**config.mk**
```make
export PLATFORM = sky130hd
export DESIGN_NAME = fcbs_cell
export DESIGN_NICKNAME = d
export VERILOG_FILES = /design/src/rtl/fcbs_pkg.sv /design/src/rtl/fcbs_cell.sv
export SDC_FILE = /design/constraint.sdc
export NUM_CORES = 2
export LEC_CHECK = 0
export BUFFER_PORTS_ARGS = -buffer_cell sky130_fd_sc_hd__buf_2
export CAP_MARGIN = 20
export CORE_MARGIN = 1.5
export CORE_UTILIZATION = 44
export DETAILED_ROUTE_END_ITERATION = 8
export PLACE_DENSITY_LB_ADDON = 0.05
export SETUP_SLACK_MARGIN = 0.3
export SLEW_MARGIN = 20
export SYNTH_ARGS = -nofsm -noshare
export SYNTH_HDL_FRONTEND = slang
export SYNTH_SLANG_ARGS = --single-unit
```
**constraint.sdc**
```tcl
create_clock -name clk -period 11.1 [get_ports clk]
set_clock_uncertainty 0.1 [all_clocks]
set_input_delay 3.33 -clock clk [delete_from_list [all_inputs] [get_ports clk]]
set_output_delay 3.33 -clock clk [all_outputs]
set_load 0.02 [all_outputs]
```
**src/rtl/fcbs_pkg.sv**
```systemverilog
// ----------------------------------------------------------------------------
// fcbs_pkg: shared constants and types for the frustum cull block
// Plane register layout, default parameters and the per-cell control word.
// ----------------------------------------------------------------------------
package fcbs_pkg;

  localparam int PLANE_COUNT_DEF = 6;
  localparam int COORD_WIDTH_DEF = 24;

  // register file: six planes of 64 bits
  localparam int REG_COUNT = 6;
  localparam int PLANE_W   = 64;
  localparam int REG_IDX_W = 3;

  // plane packing: nx, ny, nz Q1.10, then offset Q19.8
  localparam int NORM_W   = 12;
  localparam int OFF_LSB  = 36;
  localparam int OFF_W    = 28;
  localparam int OFF_SHL  = 10;   // aligns Q19.8 offset to the Q.18 product scale

  localparam logic [REG_IDX_W-1:0] REG_LEFT   = 3'd0;
  localparam logic [REG_IDX_W-1:0] REG_RIGHT  = 3'd1;
  localparam logic [REG_IDX_W-1:0] REG_BOTTOM = 3'd2;
  localparam logic [REG_IDX_W-1:0] REG_TOP    = 3'd3;
  localparam logic [REG_IDX_W-1:0] REG_NEAR   = 3'd4;
  localparam logic [REG_IDX_W-1:0] REG_FAR    = 3'd5;

  localparam logic MODE_BOX    = 1'b0;
  localparam logic MODE_SPHERE = 1'b1;

  // control word handed from cell to cell
  typedef struct packed {
    logic valid;
    logic vis;
  } fcbs_ctl_t;

endpackage

```
**src/rtl/fcbs_cell.sv**
```systemverilog
// ----------------------------------------------------------------------------
// fcbs_cell: one plane test in the culling chain
// Stage 1 picks the test point and forms the three products and the bias;
// stage 2 sums them and clears the visible flag on a negative distance.
// ----------------------------------------------------------------------------
module fcbs_cell
  import fcbs_pkg::*;
#(
  parameter int COORD_WIDTH = COORD_WIDTH_DEF
) (
  input  logic                      clk,
  input  logic                      rst,
  input  logic [PLANE_W-1:0]        plane,
  input  fcbs_ctl_t                 ctl_in,
  input  logic [10*COORD_WIDTH-1:0] pay_in,
  output fcbs_ctl_t                 ctl_out,
  output logic [10*COORD_WIDTH-1:0] pay_out
);

  localparam int CW     = COORD_WIDTH;
  localparam int PAY_W  = 10 * CW;
  localparam int PROD_W = CW + NORM_W;
  localparam int BASE_W = (PROD_W > OFF_W + OFF_SHL) ? PROD_W : OFF_W + OFF_SHL;
  localparam int DIST_W = BASE_W + 3;

  // payload layout: {mode, radius, center, hi, lo}, x in the low slot
  localparam int LO_LSB   = 0;
  localparam int HI_LSB   = 3 * CW;
  localparam int CTR_LSB  = 6 * CW;
  localparam int RAD_LSB  = 9 * CW;
  localparam int MODE_BIT = 10 * CW - 1;

  logic signed [NORM_W-1:0] nrm [3];
  logic signed [CW-1:0]     pt  [3];
  logic signed [PROD_W-1:0] prod [3];
  logic signed [OFF_W-1:0]  off;
  logic [CW-2:0]            rad;
  logic                     mode;
  logic signed [DIST_W-1:0] bias;

  // stage 1 registers
  fcbs_ctl_t                ctl1;
  logic [PAY_W-1:0]         pay1;
  logic signed [PROD_W-1:0] prod1 [3];
  logic signed [DIST_W-1:0] bias1;

  logic signed [DIST_W-1:0] dsum;

  always_comb begin
    mode = pay_in[MODE_BIT];
    rad  = pay_in[RAD_LSB +: CW-1];
    off  = $signed(plane[OFF_LSB +: OFF_W]);
    for (int k = 0; k < 3; k++) begin
      nrm[k] = $signed(plane[NORM_W*k +: NORM_W]);
      if (mode == MODE_SPHERE) begin
        pt[k] = $signed(pay_in[CTR_LSB + CW*k +: CW]);
      end else if (nrm[k][NORM_W-1]) begin
        // negative normal component: far corner is on the low side
        pt[k] = $signed(pay_in[LO_LSB + CW*k +: CW]);
      end else begin
        pt[k] = $signed(pay_in[HI_LSB + CW*k +: CW]);
      end
      prod[k] = PROD_W'(nrm[k]) * PROD_W'(pt[k]);
    end
    // sphere: dist < -r  <=>  dist + r < 0
    bias = {{(DIST_W-OFF_W-OFF_SHL){off[OFF_W-1]}}, off, {OFF_SHL{1'b0}}};
    if (mode == MODE_SPHERE) begin
      bias = bias + $signed({{(DIST_W-CW+1-OFF_SHL){1'b0}}, rad, {OFF_SHL{1'b0}}});
    end
  end

  always_ff @(posedge clk) begin
    if (rst) begin
      ctl1 <= '0;
    end else begin
      ctl1 <= ctl_in;
    end
  end

  always_ff @(posedge clk) begin
    pay1  <= pay_in;
    bias1 <= bias;
    for (int k = 0; k < 3; k++) begin
      prod1[k] <= prod[k];
    end
  end

  assign dsum = DIST_W'(prod1[0]) + DIST_W'(prod1[1]) + DIST_W'(prod1[2]) + bias1;

  always_ff @(posedge clk) begin
    if (rst) begin
      ctl_out <= '0;
    end else begin
      ctl_out.valid <= ctl1.valid;
      ctl_out.vis   <= ctl1.vis & ~dsum[DIST_W-1];
    end
  end

  always_ff @(posedge clk) begin
    pay_out <= pay1;
  end

endmodule

```
==> metrics.txt <==
Total Routing Usage GR 22.3%; share of cells above drive strength 1 14.9%; Fin. Hold Viols 0; I/O pins 550; global route total overflow 0; syn_nets 6190; slowest stage cell, crit path mux2i_1; GR peak layer met2; initial antenna violation count 7; critical path data arrival time just under 10 ns; vias in the first global route roughly 35000; Routability Congestion 0.824; Worst slew margin 30.5%; core area about 110000 µm²; die width ~330 µm; Sum Neg Setup Slack 0 ns; Fill cells 10100; vias about 32000; CTS tree done; DRT Pass-1 Iters 5; Worst-Margin Slew 1.03 ns; Slew Limit Fails 0; Hold Crit Class flip-flop to flip-flop; CP Data Required Time 11.48 ns; Synth area leader fa_1; mapped cell area about 47000 µm²; root buf cell clkbuf_16; met1 Usage GRT 29.6%; Netlist cell types 81; YS warnings 0; Worst path max stage delay 0.64 ns; critical path buffer and inverter count 6; CP dominant cell by count fa_1; Rows 120; Syn Area/Cell 10.0 µm²; Area Growth Syn to Fin 14.2%; Post-synth EDFFs 0; Detailed Place HPWL a little under 100 mm; global-route wire length before repair 193 mm; status finished clean; crit share post-route 85.3%; dominant cells by area after synthesis fa_1 (36%), dfxtp_1 (26%), ha_1 (7.8%), inv_1 (7.5%), nand2_1 (5.6%); routed wire length roughly 120 mm; cell family with most CP delay adder cells; per-cell routed wire length 17.7 µm; Final #Nets about 6700; Cells after Synth 4745; Buffers on Ports 549; maximum fanout along the worst path 25; die height 331 µm; post-CTS sizing 0; Vias/cell 4.83; achievable frequency 106 MHz; startpoint types input pin; Starting Density 44.3%; DRC 0; H-tree Lvls 3; Post-synth top flop dfxtp_1; Final min period 9.46 ns; Yosys top cell area share 35.6%; number of synthesized register bits 621; Die ar. roughly 110000 µm²; Routed Antenna Nets 0; clock buffer depth 3; GR Layer Usage met3 ~3.5%; maximum capacitance violations 0; setup violators final 0; CTS Hold Buffers Added 0; met2 usage 38.0%; Num Clock Sinks 621; critical path endpoint category flip-flop; Commonest cells post-synth inv_1 (953), fa_1 (843), nand2_1 (705), dfxtp_1 (621), ha_1 (294); Skew-Pair Late Insertion Delay roughly 0.63 ns; largest net degree at the start of global routing 106; CTS clock-pin slew for the worst setup and hold paths approximately 0.06 ns; Initial DRC Count about 1400; FFs w/ async S/R, synth 0%; setup repair bufs after CTS 0; worst-path cell chain buf_2 -> buf_4 -> mux2i_1 -> o21ai_0 -> buf_4 -> nand2_1 -> inv_1 -> fa_1 -> ha_1 -> fa_1 -> fa_1 -> inv_1 -> fa_1 -> inv_1 -> ha_1 -> a211oi_1 -> nand2_1 -> o21a_1 -> a31o_2 -> o21ai_0 -> a21boi_0 -> o311ai_0; RSZ-0062 raised after global routing no; CTS Buf Count 69; post-synthesis sequential area ratio 26.2%; most numerous cell in the Yosys netlist inv_1; Worst Path Class, Setup input pin to flip-flop
-- cells by family after synthesis --
group | share of synthesized area, %
DFF | 26.2
muxes | 1.89
buffers and inverters | 9.02
adders and majority gates | 43.3
xor gates and xnor gates | 2.09
AOI/OAI and AO/OA | 6.02
and+or+nand+nor | 11.5
-- worst register-to-register path, cell delays in order (launching register included) --
cell      delay (ns)
dfxtp_1         0.44
fa_1            0.59
inv_1           0.06
fa_1            0.53
inv_1           0.06
ha_1            0.29
nand3_1         0.13
nor3_1          0.29
nand2_1         0.19
nor4_1          0.47
o41ai_1         0.16
buf_4           0.19
a21oi_1         0.36
nor4bb_1        0.10
-- routing by layer --
| layer | routed length [µm] | vias up |
|---|---|---|
| met3 | 5320 | 172 |
| met5 | 44 | - |
| met1 | 52400 | 16200 |
| li1 | - | 15400 |
| met4 | 2980 | 8 |
| met2 | 57900 | 687 |
-- cells in the final DEF, fill, tap and decap left out, types with 6 or more instances in the layout --
| cell type | Yosys | layout |
|---|---|---|
| mux2_2 | 11 | 11 |
| clkbuf_8 | 0 | 10 |
| nand2_1 | 705 | 705 |
| nor3_1 | 26 | 26 |
| nor2_1 | 122 | 122 |
| dfxtp_1 | 621 | 621 |
| and3_1 | 14 | 14 |
| o21ai_0 | 127 | 124 |
| fa_1 | 843 | 843 |
| o21a_1 | 25 | 25 |
| or2_2 | 13 | 13 |
| a31oi_1 | 7 | 7 |
| a211oi_1 | 16 | 16 |
| a211o_1 | 6 | 6 |
| buf_4 | 0 | 81 |
| o21bai_1 | 19 | 19 |
| o211ai_1 | 10 | 10 |
| nor2b_1 | 39 | 39 |
| nand4_1 | 13 | 13 |
| o21ai_1 | 5 | 7 |
| inv_1 | 953 | 953 |
| xnor2_1 | 93 | 93 |
| mux2i_1 | 76 | 76 |
| nand3_1 | 41 | 41 |
| nand2b_1 | 20 | 20 |
| a21oi_1 | 108 | 108 |
| buf_2 | 5 | 548 |
| o2111ai_1 | 8 | 8 |
| ha_1 | 294 | 294 |
| and2_1 | 195 | 195 |
| clkbuf_16 | 0 | 70 |
| xor2_1 | 20 | 20 |
| a221oi_1 | 6 | 6 |
| clkbuf_1 | 168 | 14 |
| a21o_1 | 43 | 43 |
| clkinv_2 | 0 | 11 |
| a31o_2 | 6 | 6 |
| nor3b_1 | 6 | 6 |
-- worst paths after layout --
kind                                   start       endpoint  slack (ns)  cells after the start
worst max-delay path               plane[35]  prod1[0][103]        1.64                     22
worst min-delay path                pay1[21]    pay_out[21]        0.22                      0
worst max register to register  prod1[0][71]     ctl_out[0]        7.03                     13
worst min register to register      pay1[21]    pay_out[21]        0.22                      0
-- stage by stage --
step	instances	util (%)	worst slack (ns)	hold WS, ns	instance area (µm²)
final	6725	50.7	1.64	0.220	54200
after global routing	6724	50.7	1.18	0.222	54200
after CTS	6724	50.7	1.65	0.216	54200
after detailed placement	6598	48.5	0.950	0.212	51900
after global placement	6597	48.5	0.801	0.210	51900
after floorplan	4745	-	1.64	0.210	47500
-- registers in the layout, summed over array words and instances, names as in the netlist --
signal,flops
prod1,108
pay1,240
ctl1,2
pay_out,240
bias1,29
ctl_out,2
-- layout make-up --
| class | count | area, µm² | share of cell area, % |
|---|---|---|---|
| diodes | 1 | 2.50 | 0.00461 |
| clock buffers | 94 | 1940 | 3.58 |
| clock inverters | 32 | 360 | 0.665 |
| inverters | 954 | 3580 | 6.60 |
| multi-input cells | 2988 | 30800 | 56.7 |
| flip-flops and latches | 621 | 12400 | 22.9 |
| well taps | 1403 | 1760 | 3.24 |
| repair buffers | 632 | 3400 | 6.26 |
Power is not shown: default switching activity piles up to over one toggle a cycle in this logic, so the estimate is an artifact.
